<file path="config.mk">
export PLATFORM = sky130hd
export DESIGN_NAME = mvlom_judge
export DESIGN_NICKNAME = d
export VERILOG_FILES = /design/src/rtl/mvlom_pkg.sv /design/src/rtl/mvlom_judge.sv
export SDC_FILE = /design/constraint.sdc
export NUM_CORES = 1
export LEC_CHECK = 0
export BUFFER_PORTS_ARGS = -buffer_cell sky130_fd_sc_hd__buf_2
export CAP_MARGIN = 20
export CORE_MARGIN = 5
export CORE_UTILIZATION = 43
export CTS_CLUSTER_SIZE = 10
export DETAILED_ROUTE_END_ITERATION = 12
export PLACE_DENSITY = 0.65
export SLEW_MARGIN = 20
export SYNTH_ARGS = -nofsm -noshare
export SYNTH_HDL_FRONTEND = slang
export SYNTH_SLANG_ARGS = --single-unit
</file>
<file path="constraint.sdc">
create_clock -name clk -period 1.22 [get_ports clk]
set_clock_uncertainty 0.15 [all_clocks]
set_input_delay 0.061 -clock clk [delete_from_list [all_inputs] [get_ports clk]]
set_output_delay 0.061 -clock clk [all_outputs]
set_load 0.01 [all_outputs]
</file>
<file path="src/rtl/mvlom_pkg.sv">
// Shared types and constants for the motion vector local outlier mask.
// No dependencies; every other file of the block imports this package.
package mvlom_pkg;

	// Vector component and line buffer geometry
	localparam int VEC_W      = 12;
	localparam int LINE_DEPTH = 256;
	localparam int ADDR_W     = $clog2(LINE_DEPTH);
	localparam int ENTRY_W    = 2 * VEC_W + 1;

	// Configuration register widths, row counter width
	localparam int FW_W  = 9;
	localparam int FH_W  = 13;
	localparam int ROW_W = FH_W;

	// Neighborhood sums: nine components need four extra bits
	localparam int SUM_W  = VEC_W + 4;
	localparam int CNT_W  = 4;
	localparam int DIFF_W = SUM_W + 1;

	// Neighborhood sizes: interior, edge, corner
	localparam logic [CNT_W-1:0] N_FULL   = CNT_W'(9);
	localparam logic [CNT_W-1:0] N_EDGE   = CNT_W'(6);
	localparam logic [CNT_W-1:0] N_CORNER = CNT_W'(4);

	// Register limits and reset values
	localparam logic [FW_W-1:0] FW_MIN   = FW_W'(2);
	localparam logic [FW_W-1:0] FW_MAX   = FW_W'(LINE_DEPTH);
	localparam logic [FW_W-1:0] FW_RESET = FW_W'(16);
	localparam logic [FH_W-1:0] FH_MIN   = FH_W'(2);
	localparam logic [FH_W-1:0] FH_MAX   = FH_W'(4096);
	localparam logic [FH_W-1:0] FH_RESET = FH_W'(16);

	// Configuration register indexes
	localparam logic CFG_IDX_WIDTH  = 1'b0;
	localparam logic CFG_IDX_HEIGHT = 1'b1;

	// One vector as kept in the line buffers and the window
	typedef struct packed {
		logic                    keep;
		logic signed [VEC_W-1:0] y;
		logic signed [VEC_W-1:0] x;
	} vec_t;

	// Position of the window center relative to the field borders
	typedef struct packed {
		logic emit;
		logic top;
		logic bottom;
		logic left;
		logic right;
		logic last;
	} pos_t;

endpackage

</file>
<file path="src/rtl/mvlom_judge.sv">
// Outlier test on the neighborhood sums and the result register.
// Fed by mvlom_window; uses mvlom_pkg.
module mvlom_judge import mvlom_pkg::*; (
	input  logic                    clk,
	input  logic                    arst_n,
	input  logic                    adv,
	input  logic                    valid_s3,
	input  logic signed [SUM_W-1:0] sum_x_s3,
	input  logic signed [SUM_W-1:0] sum_y_s3,
	input  logic [CNT_W-1:0]        cnt_s3,
	input  vec_t                    ctr_s3,
	input  logic                    last_s3,
	output logic                    out_valid_q,
	output logic                    out_keep_q,
	output logic                    out_last_q
);

	// component passes when 2*|sum - n*v| < 3*n
	function automatic logic passes(input logic signed [SUM_W-1:0] sum,
	                                input logic [CNT_W-1:0] n,
	                                input logic signed [VEC_W-1:0] v);
		logic signed [DIFF_W-1:0] nv;
		logic signed [DIFF_W-1:0] d;
		logic [DIFF_W-1:0]        mag;
		logic [CNT_W:0]           three_n;
		nv      = DIFF_W'(v) * DIFF_W'(signed'({1'b0, n}));
		d       = DIFF_W'(sum) - nv;
		mag     = d[DIFF_W-1] ? DIFF_W'(-d) : DIFF_W'(d);
		three_n = {n, 1'b0} + {1'b0, n};
		return {mag, 1'b0} < (DIFF_W+1)'(three_n);
	endfunction

	logic keep;

	assign keep = ctr_s3.keep && passes(sum_x_s3, cnt_s3, ctr_s3.x) &&
	              passes(sum_y_s3, cnt_s3, ctr_s3.y);

	// result register control
	always_ff @(posedge clk or negedge arst_n) begin
		if (!arst_n) begin
			out_valid_q <= 1'b0;
		end else if (adv) begin
			out_valid_q <= valid_s3;
		end
	end

	// result payload
	always_ff @(posedge clk) begin
		if (adv) begin
			out_keep_q <= keep;
			out_last_q <= last_s3;
		end
	end

endmodule

</file>
# [After elaboration in Yosys (flattened, before gate mapping)]
# Cells that the tools add are included.
[word_totals] reg_bits=3 out_inout_bits=3 word_cells=16
[op_classes] n_addsub=5 n_mul=2 n_lt_le_gt_ge=2 muxes=2 n_reduce_logical=2
[ops] cell="$lt A18 B5 Y1" n=2
[ops] cell="$mul A12 B5 Y17" n=2
[ops] cell="$mux W17" n=2
[ops] cell="$neg A17 Y17" n=2
[ops] cell="$sub A16 B17 Y17" n=2
[ops] cell="$add A5 B4 Y5" n=1
[ops] cell="$logic_and A1 B1 Y1" n=2

# [Longest topological paths before layout]
[depth] depth_word=7 depth_mapped=31 mapped_depth_nobuf=28

# [Worst setup path after synthesis]
# Ideal clock, no wire load.
[synth_path] kind="input -> register" start="input port cnt_s3[1]" end="register out_keep_q (data pin)" setup_ns=0.134 arrival_ns=6.061 required_ns=0.936 setup_slack_ns=-5.125 stages=25 cell_sequence="clkbuf_1 > clkbuf_1 > and2_1 > fa_1 > ha_1 > inv_1 > fa_1 > fa_1 > ha_1 > a211oi_1 > o22ai_2 > a2111oi_2 > nor3_1 > or4bb_1 > nor2_1 > xnor2_1 > ha_1 > o21a_1 > o21a_1 > a21oi_1 > o2111ai_1 > a21oi_1 > o2111ai_1 > nor4_2 > and4_1"
[synth_via] elab_chain_cells=7
[synth_rtl] item="start, declared" line="mvlom_judge.sv:10" rtl="input logic [CNT_W-1:0] cnt_s3,"
[synth_rtl] item="$mul A12 B5 Y17" line="mvlom_judge.sv:26" rtl="nv = DIFF_W'(v) * DIFF_W'(signed'({1'b0, n}));"
[synth_rtl] item="$sub A16 B17 Y17" line="mvlom_judge.sv:27" rtl="d = DIFF_W'(sum) - nv;"
[synth_rtl] item="$neg A17 Y17" line="mvlom_judge.sv:28" rtl="mag = d[DIFF_W-1] ? DIFF_W'(-d) : DIFF_W'(d);"
[synth_rtl] item="$mux W17" line="mvlom_judge.sv:28"
[synth_rtl] item="$lt A18 B5 Y1" line="mvlom_judge.sv:30" rtl="return {mag, 1'b0} < (DIFF_W+1)'(three_n);"
[synth_rtl] item="$logic_and A1 B1 Y1" line="mvlom_judge.sv:35" rtl="assign keep = ctr_s3.keep && passes(sum_x_s3, cnt_s3, ctr_s3.x) &&"
[synth_rtl] item="$logic_and A1 B1 Y1 *" line="mvlom_judge.sv:35"
[synth_rtl] item="named net keep" line="mvlom_judge.sv:33" rtl="logic keep;"
[synth_rtl] item="end signal, assigned" line="mvlom_judge.sv:50" rtl="out_keep_q <= keep;"
[synth_rtl] item="end, declared" line="mvlom_judge.sv:14" rtl="output logic out_keep_q,"
# Mark *: on every way through the listed nets, which the timed path passes. The rest lies on a longest branch.
# A chain may end at the register's enable or synchronous reset.

# [Final worst setup path]
[layout_path] start="input port cnt_s3[2]" end="register out_keep_q (data pin)"
# Same word-level chain as after synthesis.

==> impl_metrics.yaml <==
floorplanning:
  fp-row-count: 44
  initial_core_util_pct: 44.1
  die_y_um: 132
  ioPinCount: 69
  dieArea_um2: 17500
  dieWidth_um: 132
  core_area_um2: 14600
worst_hold_path:
  hp-class: "register to register"
  min_from: "out_valid_q$_DFFE_PN0P_"
finish:
  post-route-util_pct: 60.3
  final_cell_area_um2: 8790
  drive_above_1_share_pct: 29.2
  n_antenna_cell: 0
  fillers: 1367
  layout.nets: 1325
  final_cell_mix: "buf_4, inv_1, and2_1, ha_1, fa_1"
  syn_to_final_growth_pct: 36.8
  final-instance-count-excl-fill: 1285
  layout_commonest_cell: "buf_4"
place:
  hpwl_um: 14400
  placed_cell_area_um2: 8630
  post-place-ws_ps: -4840
  dp.cells: 1274
  port_buffers: 68
  gp_congestion: 0.830
timing:
  final.setup.worst_slack_ps: -4530
  setup-violations-final: 1
  worst_pin_slew_ps: 521
  fin_crit_sh_pct: 471
  finalHoldViolations: 0
  maxSlewViolCount: 0
  fmax_ghz: 0.174
  period_minus_slack_ps: 5750
  slew_headroom_pct: 64.8
  rsz0062_at_grt: "true"
clocking:
  path_clk_slew_ps: 30
  numCtsBuffers: 3
  cts_max_path_buffers: 2
  cts.sink_count: 3
  clk_latency_ps: 220
  cts_tree: "yes"
  htreeDepth: 1
  cts-root-buf: "clkbuf_16"
pwr:
  power.density_cell_area_nw_per_um2: 2390
  peakVddDrop_mv: 1.01
  p_leak_uw: 0.00456
synthesis:
  syn_area_um2: 6430
  synthArstFlopShare_pct: 33.3
  synth_top_area_share_pct: 23.0
  syn_area_per_cell_um2: 7.67
  synth_edf_count: 2
  synth_top_area_cell: "fa_1"
  synthFlopType: "edfxtp_1"
  synth_seq_area_share_pct: 1.32
  synth_cell_type_count: 82
  synthTopCellsByArea: "fa_1, ha_1, inv_1"
  syn_nets: 1061
  ys_ff_latch: 3
  yosys_warnings: 0
  syn-instance-count: 838
setup_path:
  crit_start: "cnt_s3[2]"
  reg2reg_from: "out_valid_q$_DFFE_PN0P_"
  critPathMaxFanout: 9
  arrival_ps: 5680
  r2r_setup_slack_ps: 340
  r2r_cells: 1
  end_kind: "register"
  crit_required_ps: 1150
  crit_buf_inv: 4
  r2r_end: "out_valid_q$_DFFE_PN0P_"
  cp_top_family: "adder cells"
  worst-path-stages: 26
  worst_setup_path_start_kind: "input port"
  crit_type: "input port to register"
  critPathSlowestCell: "fa_1"
  cp-endpoint: "out_keep_q$_DFFE_PP_"
  critPathMaxStageDelay_ps: 560
route:
  num_vias: 6453
  drc: 0
  drtPass1Iterations: 5
  wirelength_um: 15900
  ant_nets: 0
  wl_per_cell_um: 12.4
  via_per_inst: 5.02
  drt_first_iter_violations: 222
global_route:
  grt_pass1_wl_um: 29000
  grt_pass1_vias: 6796
  antenna_found_initial: 0
  gr-usage-all-layers_pct: 18.7
  grt_max_degree: 18
  grt_overflow: 0
outcome:
  status: "finished, violations left"
  violations: "negative setup slack"
run:
  drv_cap: 0
[report_power, final]
| group | switching, µW | total, µW | internal [µW] | leakage, µW |
|---|---|---|---|---|
| sequential | 2.41 | 120 | 118 | 0.0000310 |
| combinational | 9960 | 20400 | 10400 | 0.00449 |
| clock | 83.2 | 514 | 431 | 0.0000382 |
[cell type report]
| cell class | instances | area (µm²) | area share [%] |
|---|---|---|---|
| Clock buffer | 4 | 78.8 | 0.897 |
| Inverter | 191 | 717 | 8.15 |
| Multi-Input combinational cell | 622 | 5680 | 64.6 |
| Sequential cell | 3 | 85.1 | 0.968 |
| Tap cell | 184 | 230 | 2.62 |
| Timing Repair Buffer | 281 | 2000 | 22.7 |
[timing repair]
item                                   in CTS  in global routing
setup buffers                               1                  1
cloned                                      0                  0
hold buffers                                5                  0
resized for setup                           5                  1
setup endpoints to repair                   1                  1
pin swaps                                   3                  5
endpoints found under the hold margin       5                  0
[flip-flops by register name, indices dropped and copies added, names as in the netlist]
| signal | count |
|---|---|
| out_keep_q | 1 |
| out_valid_q | 1 |
| out_last_q | 1 |
[worst min-delay path by stage]
stage                              end  slack [ps]  cells past startpoint
2_1_floorplan  out_valid_q$_DFFE_PN0P_        -380                      0
3_3_place_gp   out_valid_q$_DFFE_PN0P_        -310                      1
3_5_place_dp   out_valid_q$_DFFE_PN0P_        -310                      1
4_1_cts        out_valid_q$_DFFE_PN0P_         360                      1
5_1_grt        out_valid_q$_DFFE_PN0P_         390                      1
6_report       out_valid_q$_DFFE_PN0P_         350                      1
[per-stage QoR]
| step | hold WS, ps | setup TNS (ps) | power (µW) |
|---|---|---|---|
| 2_1_floorplan | -385 | -4490 | 12600 |
| 3_3_place_gp | -314 | -4670 | 20000 |
| 3_5_place_dp | -311 | -4840 | 20400 |
| 4_1_cts | 355 | -4470 | 21100 |
| 5_1_grt | 387 | -4850 | 23600 |
| 6_report | 350 | -4530 | 21000 |
[Yosys cell counts (6+ instances only)]
| cell type | instances |
|---|---|
| nor3_1 | 15 |
| ha_1 | 83 |
| xnor2_1 | 23 |
| a21oi_1 | 33 |
| nand4_1 | 7 |
| and2_1 | 91 |
| o21ai_0 | 29 |
| and3_1 | 7 |
| o21a_1 | 9 |
| a21o_1 | 11 |
| a211oi_1 | 10 |
| nor2_1 | 39 |
| fa_1 | 74 |
| clkbuf_1 | 17 |
| nand2_1 | 49 |
| xor2_1 | 17 |
| nand3_1 | 8 |
| inv_1 | 191 |
| o211ai_1 | 7 |
| or2_2 | 6 |
[layer usage]
layer / GRT usage [%] / wire length [µm] / up-vias
li1: - / - / 3287
met1: 23.1 / 6930 / 3065
met2: 36.4 / 8410 / 87
met3: 0.840 / 322 / 14
met4: 2.77 / 211 / 0
met5: 0 / 0 / -
[logic make-up (layout without fill, tap and decap cells)]
group | count (synthesis) | after routing | synth area share, %
xor gates and xnor gates | 41 | 41 | 5.80
adders and majority gates | 157 | 157 | 39.2
muxes | 5 | 5 | 0.837
buffers and inverters | 213 | 476 | 12.9
DFF | 3 | 3 | 1.32
AOI/OAI and AO/OA | 159 | 159 | 17.6
and+or+nand+nor | 260 | 260 | 22.4
No activity file was read; power rests on OpenSTA's default activity.
