**src/rtl/mvlom_pkg.sv**
```systemverilog
// Shared types and constants for the motion vector local outlier mask.
// No dependencies; every other file of the block imports this package.
package mvlom_pkg;

	// Vector component and line buffer geometry
	localparam int VEC_W      = 12;
	localparam int LINE_DEPTH = 256;
	localparam int ADDR_W     = $clog2(LINE_DEPTH);
	localparam int ENTRY_W    = 2 * VEC_W + 1;

	// Configuration register widths, row counter width
	localparam int FW_W  = 9;
	localparam int FH_W  = 13;
	localparam int ROW_W = FH_W;

	// Neighborhood sums: nine components need four extra bits
	localparam int SUM_W  = VEC_W + 4;
	localparam int CNT_W  = 4;
	localparam int DIFF_W = SUM_W + 1;

	// Neighborhood sizes: interior, edge, corner
	localparam logic [CNT_W-1:0] N_FULL   = CNT_W'(9);
	localparam logic [CNT_W-1:0] N_EDGE   = CNT_W'(6);
	localparam logic [CNT_W-1:0] N_CORNER = CNT_W'(4);

	// Register limits and reset values
	localparam logic [FW_W-1:0] FW_MIN   = FW_W'(2);
	localparam logic [FW_W-1:0] FW_MAX   = FW_W'(LINE_DEPTH);
	localparam logic [FW_W-1:0] FW_RESET = FW_W'(16);
	localparam logic [FH_W-1:0] FH_MIN   = FH_W'(2);
	localparam logic [FH_W-1:0] FH_MAX   = FH_W'(4096);
	localparam logic [FH_W-1:0] FH_RESET = FH_W'(16);

	// Configuration register indexes
	localparam logic CFG_IDX_WIDTH  = 1'b0;
	localparam logic CFG_IDX_HEIGHT = 1'b1;

	// One vector as kept in the line buffers and the window
	typedef struct packed {
		logic                    keep;
		logic signed [VEC_W-1:0] y;
		logic signed [VEC_W-1:0] x;
	} vec_t;

	// Position of the window center relative to the field borders
	typedef struct packed {
		logic emit;
		logic top;
		logic bottom;
		logic left;
		logic right;
		logic last;
	} pos_t;

endpackage

```
**src/rtl/mvlom_window.sv**
```systemverilog
// 3x3 window registers and clipped neighborhood sums.
// Fed by mvlom_line_buf; uses mvlom_pkg.
module mvlom_window import mvlom_pkg::*; (
	input  logic                    clk,
	input  logic                    arst_n,
	input  logic                    adv,
	input  logic                    valid_s1,
	input  pos_t                    pos_s1,
	input  vec_t                    up_s1,
	input  vec_t                    mid_s1,
	input  vec_t                    new_s1,
	output logic                    valid_s3,
	output logic signed [SUM_W-1:0] sum_x_s3,
	output logic signed [SUM_W-1:0] sum_y_s3,
	output logic [CNT_W-1:0]        cnt_s3,
	output vec_t                    ctr_s3,
	output logic                    last_s3
);

	vec_t                    win_q [9];
	logic                    valid_s2;
	pos_t                    pos_s2;
	logic signed [SUM_W-1:0] sum_x;
	logic signed [SUM_W-1:0] sum_y;
	logic [CNT_W-1:0]        cnt;
	logic                    row_cut;
	logic                    col_cut;

	// window shift: columns move left, new column from the line buffers
	always_ff @(posedge clk or negedge arst_n) begin
		if (!arst_n) begin
			for (int k = 0; k < 9; k++) begin
				win_q[k] <= '0;
			end
			valid_s2 <= 1'b0;
			valid_s3 <= 1'b0;
		end else if (adv) begin
			valid_s2 <= valid_s1;
			valid_s3 <= valid_s2 && pos_s2.emit;
			if (valid_s1) begin
				for (int i = 0; i < 3; i++) begin
					win_q[3*i]   <= win_q[3*i+1];
					win_q[3*i+1] <= win_q[3*i+2];
				end
				win_q[2] <= up_s1;
				win_q[5] <= mid_s1;
				win_q[8] <= new_s1;
			end
		end
	end

	// clipped sums over the neighborhood
	always_comb begin
		sum_x = '0;
		sum_y = '0;
		for (int i = 0; i < 3; i++) begin
			for (int j = 0; j < 3; j++) begin
				if (!(i == 0 && pos_s2.top) && !(i == 2 && pos_s2.bottom) &&
				    !(j == 0 && pos_s2.left) && !(j == 2 && pos_s2.right)) begin
					sum_x = sum_x + SUM_W'(win_q[3*i+j].x);
					sum_y = sum_y + SUM_W'(win_q[3*i+j].y);
				end
			end
		end
	end

	// neighborhood size
	assign row_cut = pos_s2.top || pos_s2.bottom;
	assign col_cut = pos_s2.left || pos_s2.right;
	always_comb begin
		case ({row_cut, col_cut})
			2'b00:   cnt = N_FULL;
			2'b11:   cnt = N_CORNER;
			default: cnt = N_EDGE;
		endcase
	end

	// position follows the item into the window stage; sums registered
	always_ff @(posedge clk) begin
		if (adv) begin
			if (valid_s1) begin
				pos_s2 <= pos_s1;
			end
			sum_x_s3 <= sum_x;
			sum_y_s3 <= sum_y;
			cnt_s3   <= cnt;
			ctr_s3   <= win_q[4];
			last_s3  <= pos_s2.last;
		end
	end

endmodule

```
**config.mk**
```make
export PLATFORM = sky130hd
export DESIGN_NAME = mvlom_window
export DESIGN_NICKNAME = d
export VERILOG_FILES = /design/src/rtl/mvlom_pkg.sv /design/src/rtl/mvlom_window.sv
export SDC_FILE = /design/constraint.sdc
export NUM_CORES = 1
export LEC_CHECK = 0
export BUFFER_PORTS_ARGS = -buffer_cell sky130_fd_sc_hd__buf_2
export CORE_MARGIN = 3
export CORE_UTILIZATION = 30
export DETAILED_ROUTE_END_ITERATION = 12
export PLACE_DENSITY_LB_ADDON = 0.08
export SYNTH_ARGS = -nofsm -noshare
export SYNTH_HDL_FRONTEND = slang
export SYNTH_SLANG_ARGS = --single-unit
```
**constraint.sdc**
```tcl
create_clock -name clk -period 30.6 [get_ports clk]
set_clock_uncertainty 0.15 [all_clocks]
set_input_delay 3.06 -clock clk [delete_from_list [all_inputs] [get_ports clk]]
set_output_delay 3.06 -clock clk [all_outputs]
set_load 0.03 [all_outputs]
```
---- After elaboration in Yosys (flattened, before gate mapping) ----
Cells that the tools add are included.
word-level totals
  register bits ........................... 288
  input port bits ......................... 85
  output and inout port bits .............. 63
  word-level logic and storage cells ...... 82
cells by class
  reductions and logical operators ........ 13
  $add $sub $neg .......................... 16
  mux-type cells .......................... 17
  equality and inequality tests ........... 1
operators by type and width
  operator                               count
  adder 16 x 12 -> 16 bit                16
  two-way mux 16 bit                     16
  one-hot mux 4 bit (2 select lines)     1
  logical AND 1 bit                      5
  logical NOT 1 bit                      4
  == test 2 bit (second input constant)  1
  logical NOT 2 bit                      1
  logical OR 1 bit                       2
  AND reduction 2 bit                    1

---- Depth between registers and ports, before layout ----
  depth after elaboration ................. 18
  depth in mapped cells ................... 67
  depth with buffers taken out ............ 64

---- Worst setup path before layout ----
Ideal clock, no wire load.
  path type ............................... flip-flop to flip-flop
  from .................................... register pos_s2[4] (netlist name)
  to ...................................... register sum_x_s3[15] (data pin)
  cell stages (with the launch flop) ...... 62
  path buffers ............................ 2
  clock period less this slack ............ 11.270 ns
  slack ................................... 19.330 ns
  library setup time ...................... 0.260 ns
  required time ........................... 30.190 ns
  arrival ................................. 10.860 ns
  cell sequence ........................... edfxtp_1 buf_6 nor2_1 clkbuf_1 and2_1 ha_1 inv_1 fa_1 xnor2_1 xnor2_1 nor2_1 ha_1 nor2b_1 o21ai_0 a21boi_0 o21ai_0 a21boi_0 o21ai_0 (+26 left out) nor2_1 nor2_1 ha_1 or4_1 and2_1 xor2_1 o21a_1 ha_1 nand3_1 nand2_1 a41o_1 o21a_1 or3_1 and3_1 xnor3_1 nor2_1 xnor2_1 xnor2_1
between the ends
  word-level cells in the longest chain between the ends .. 18
  elaborated cells on any way between the ends .. 19
  classes of those cells .................. add/sub (8); mux (8); reduce/logical (3)
ends and longest elaborated chain
  what                     line                text
  from (decl)              mvlom_window.sv:22  pos_t pos_s2;
  from (signal assigned)   mvlom_window.sv:82  pos_s2 <= pos_s1;
  logical NOT 1 bit        mvlom_window.sv:58  if (!(i == 0 && pos_s2.top) && !(i == 2 && pos_s2.bottom) &&
  logical AND 1 bit        mvlom_window.sv:58
  two-way mux 16 bit       mvlom_window.sv:58
  adder 16 x 12 -> 16 bit  mvlom_window.sv:60  sum_x = sum_x + SUM_W'(win_q[3*i+j].x);
  two-way mux 16 bit       mvlom_window.sv:58
  adder 16 x 12 -> 16 bit  mvlom_window.sv:60
  two-way mux 16 bit *     mvlom_window.sv:58
  adder 16 x 12 -> 16 bit  mvlom_window.sv:60
  (+3 left out)            -
  two-way mux 16 bit *     mvlom_window.sv:58
  adder 16 x 12 -> 16 bit  mvlom_window.sv:60
  two-way mux 16 bit *     mvlom_window.sv:58
  adder 16 x 12 -> 16 bit  mvlom_window.sv:60
  two-way mux 16 bit *     mvlom_window.sv:58
  adder 16 x 12 -> 16 bit  mvlom_window.sv:60
  two-way mux 16 bit *     mvlom_window.sv:58
  named net sum_x[15]      mvlom_window.sv:23  logic signed [SUM_W-1:0] sum_x;
  to (signal assigned)     mvlom_window.sv:84  sum_x_s3 <= sum_x;
  to (decl)                mvlom_window.sv:13  output logic signed [SUM_W-1:0] sum_x_s3,
Mark *: on every way through the listed nets, which the timed path passes. The rest lies on a longest branch.
A chain may end at the register's enable or synchronous reset.

---- Worst setup path after layout ----
  from .................................... register pos_s2[2] (netlist name)
  to ...................................... register sum_x_s3[15] (data pin)
between the ends
  word-level cells in the longest chain between the ends .. 18
  elaborated cells on any way between the ends .. 19
  classes of those cells .................. add/sub (8); mux (8); reduce/logical (3)
ends and longest elaborated chain
  what                     line                text
  logical NOT 1 bit        mvlom_window.sv:59  !(j == 0 && pos_s2.left) && !(j == 2 && pos_s2.right)) begin
  logical AND 1 bit        mvlom_window.sv:58
  two-way mux 16 bit       mvlom_window.sv:58
  adder 16 x 12 -> 16 bit  mvlom_window.sv:60
  two-way mux 16 bit       mvlom_window.sv:58
  adder 16 x 12 -> 16 bit  mvlom_window.sv:60
  two-way mux 16 bit       mvlom_window.sv:58
  adder 16 x 12 -> 16 bit  mvlom_window.sv:60
  (+3 left out)            -
  two-way mux 16 bit       mvlom_window.sv:58
  adder 16 x 12 -> 16 bit  mvlom_window.sv:60
  two-way mux 16 bit *     mvlom_window.sv:58
  adder 16 x 12 -> 16 bit  mvlom_window.sv:60
  two-way mux 16 bit *     mvlom_window.sv:58
  adder 16 x 12 -> 16 bit  mvlom_window.sv:60
  two-way mux 16 bit *     mvlom_window.sv:58
  named net sum_x[15]      mvlom_window.sv:23
Marks and branches as above.

==> qor.yml <==
synthesis.yosys.warnings: 0
postCtsSetupRepairBufs: 0
final_layout_size_suffix_gt1_share_pct: 18.69
syn-cell-area_mm2: 0.02244
die-area_mm2: 0.07810
finalSetupViolCount: 0
final_core_util_pct: 34.68
clk_root_buffer_cell: "clkbuf_16"
drt_iter0_markers: 771
portBuffers: 145
grt_start_max_net_pins: 147
vias_per_cell: 4.958
finalSetupTns_ns: 0
asyncSetResetFlopFracSynth_pct: 76.66
cp_max_fo: 14
worstSkewPairLatency_ns: 0.55
numCtsBuffers: 40
criticalPathCategory: "flip-flop to flip-flop"
maxCapViolCount: 0
rsz_0062_raised_after_global_routing: "no"
cts-root-to-sink-buffers: 3
multi_input_area_mm2: 0.01409
worst_setup_hold_path_clk_slew_ns: 0.06
total_overflow_reported_by_the_global_router: 0
antenna_left: 0
cts-hold-fix-buffers: 0
floorplan.core_area_mm2: 0.07358
transition_time_at_the_pin_with_the_least_slew_margin_ns: 0.9090
antenna-diode-count: 0
die_w_um: 279.5
dr.pass1.iters: 5
crit_arrival_ns: 13.58
drt_met1_wl_um: 30070
synth_edf_count: 67
nets_final: 2837
clock_sink_count: 287
io_pins: 148
antenna_found_initial: 4
timing.critical_path.slowest_cell_delay_ns: 0.61
met2_length_um: 26040
startpoint_type: "flip-flop"
first_global_vias: 17760
post-route-drc-count: 0
synth-seq-area-share_pct: 33.51
global_route.usage.total_pct: 15.27
tritoncts: "done"
final.period_utilization_pct: 43.88
cts_repair_resize_count: 0
critical-path-top-cell-by-count: "ha_1"
netlist.area_leader.share_pct: 24.54
layout.area.seq_mm2: 0.007517
wire_length_of_the_first_global_routing_pass_um: 96340
fillers: 7612
finalCriticalPeriod_ns: 13.43
worstHoldPathType: "flip-flop to flip-flop"
yosys_most_used_dff: "dfrtp_1"
post_synth_inst_count: 2369
synth.ff_latch_count: 287
post_synth.cell_area_avg_um2: 9.470
fmaxAchievable_ghz: 0.07447
cp.required_ns: 30.75
finalWeightedCongestion: 0.8190
status: "complete, no violations"
slew-limit-headroom_pct: 39.40
critical_path.endpoint_type: "flip-flop"
critical_path_top_delay_cell: "nor2_1"
detailed_place_hpwl_um: 43120
layout-area-overhead-vs-synth_pct: 13.73
via_count: 17280
timing.final.max_slew_violations: 0
floorplan.die.height_um: 279.5
ys_top_cells_by_area: "dfrtp_1 25%, ha_1 13%, mux2_2 11%"
finalWirelength_um: 59210
synth_nets: 2710
wl_met3_um: 1992
cts_max_level: 2
timing.final.hold_violations: 0
netlist-cell-type-count: 77
routed.top_layer: "met5"
initial_core_utilization_pct: 30.49
yosys.area.top_type: "dfrtp_1"
site_rows: 99
route.detailed.wl_per_inst_um: 16.99
cell type report:
class / instances / area share (%)
Multi-Input combinational cell: 1865 / 55.21
Sequential cell: 287 / 29.46
Tap cell: 959 / 4.703
Clock buffer: 55 / 4.384
Timing Repair Buffer: 160 / 3.384
Inverter: 142 / 2.118
Clock inverter: 17 / 0.7404
metal layers:
layer | up-vias | global-route usage [%]
li1 | 8736 | -
met4 | 2 | 3.591
met1 | 8272 | 21.43
met3 | 64 | 2.334
met2 | 205 | 24.76
met5 | - | 0
cell families after synthesis:
logic type      Yosys count  share of synthesized area [%]
xor+xnor                185                          7.350
flops                   287                          33.51
mux                     236                          11.75
buf+inv                 217                          3.714
fa+ha+maj               258                          14.90
simple gates            568                          11.63
compound gates          618                          17.15
sequential cells by signal (all words and copies together) (netlist names):
name	flops
sum_y_s3	16
valid_s2	1
ctr_s3	25
pos_s2	6
valid_s3	1
win_q	218
cnt_s3	3
sum_x_s3	16
last_s3	1
worst max-delay path, delay by kind of cell (launching register included):
family | cells | cell delay, ns
AND/OR/NAND/NOR | 21 | 3.81
AO/OA/AOI/OAI | 19 | 4.14
adder cells (fa/ha/maj) | 9 | 2.56
XOR/XNOR | 9 | 1.66
flip-flops | 1 | 0.39
buffers and inverters | 3 | 0.49
stage by stage:
stage	hold WS (ns)	std cells	instance area [µm²]	setup slack (ns)
final	0.2749	3485	25520	17.17
after global routing	0.2903	3485	25520	15.82
after CTS	0.2803	3485	25520	17.12
after detailed placement	0.2664	3413	24210	17.23
after global placement	0.2516	3413	24210	17.23
after floorplan	0.2503	2369	22440	19.33
placed cells by master (no fill, tap or decap), types with 23 or more instances in the layout:
master and n:
ha_1 240, a21oi_1 180, buf_2 143, edfxtp_1 67
nor2b_1 43, mux2_2 219, xor2_1 62, xnor2_1 121
o21a_1 23, nand2_1 153, o21ai_0 173, a21o_1 56
dfrtp_1 220, and2_1 33, o31ai_1 24, nor2_1 210
inv_1 140, nor3_1 29, clkbuf_16 41
cell usage after synthesis, types with 12 or more instances:
cell type / number
edfxtp_1: 67
mux2_2: 219
o21a_1: 23
o31ai_1: 24
a211oi_1: 21
nand2_1: 153
xnor2_1: 121
nand2b_1: 20
a31oi_1: 16
nand3_1: 22
fa_1: 16
dfrtp_1: 220
o21bai_1: 12
mux2i_1: 17
ha_1: 240
a21oi_1: 180
o21ai_0: 173
nor3_1: 29
inv_1: 140
a21boi_0: 21
xor2_1: 62
or3_1: 16
and2_1: 33
nor2b_1: 43
clkbuf_1: 60
a21o_1: 56
nor2_1: 211
worst paths after layout:
check                                     from                endpoint  slack, ns  cells past startpoint
setup / recovery           pos_s2[2]$_DFFE_PP_  sum_x_s3[15]$_DFFE_PP_      17.17                     61
hold / removal             pos_s2[0]$_DFFE_PP_       last_s3$_DFFE_PP_       0.27                      0
setup reg to reg           pos_s2[2]$_DFFE_PP_  sum_x_s3[15]$_DFFE_PP_      17.17                     61
hold reg to reg            pos_s2[0]$_DFFE_PP_       last_s3$_DFFE_PP_       0.27                      0
max in group asynchronous               arst_n    win_q[9]$_DFFE_PN0P_      26.68                      2
min in group asynchronous               arst_n  win_q[168]$_DFFE_PN0P_       2.32                      1
Power is left out: the tool's default activity adds up to more than one toggle a clock period on the data nets, which glitch-free logic cannot reach.
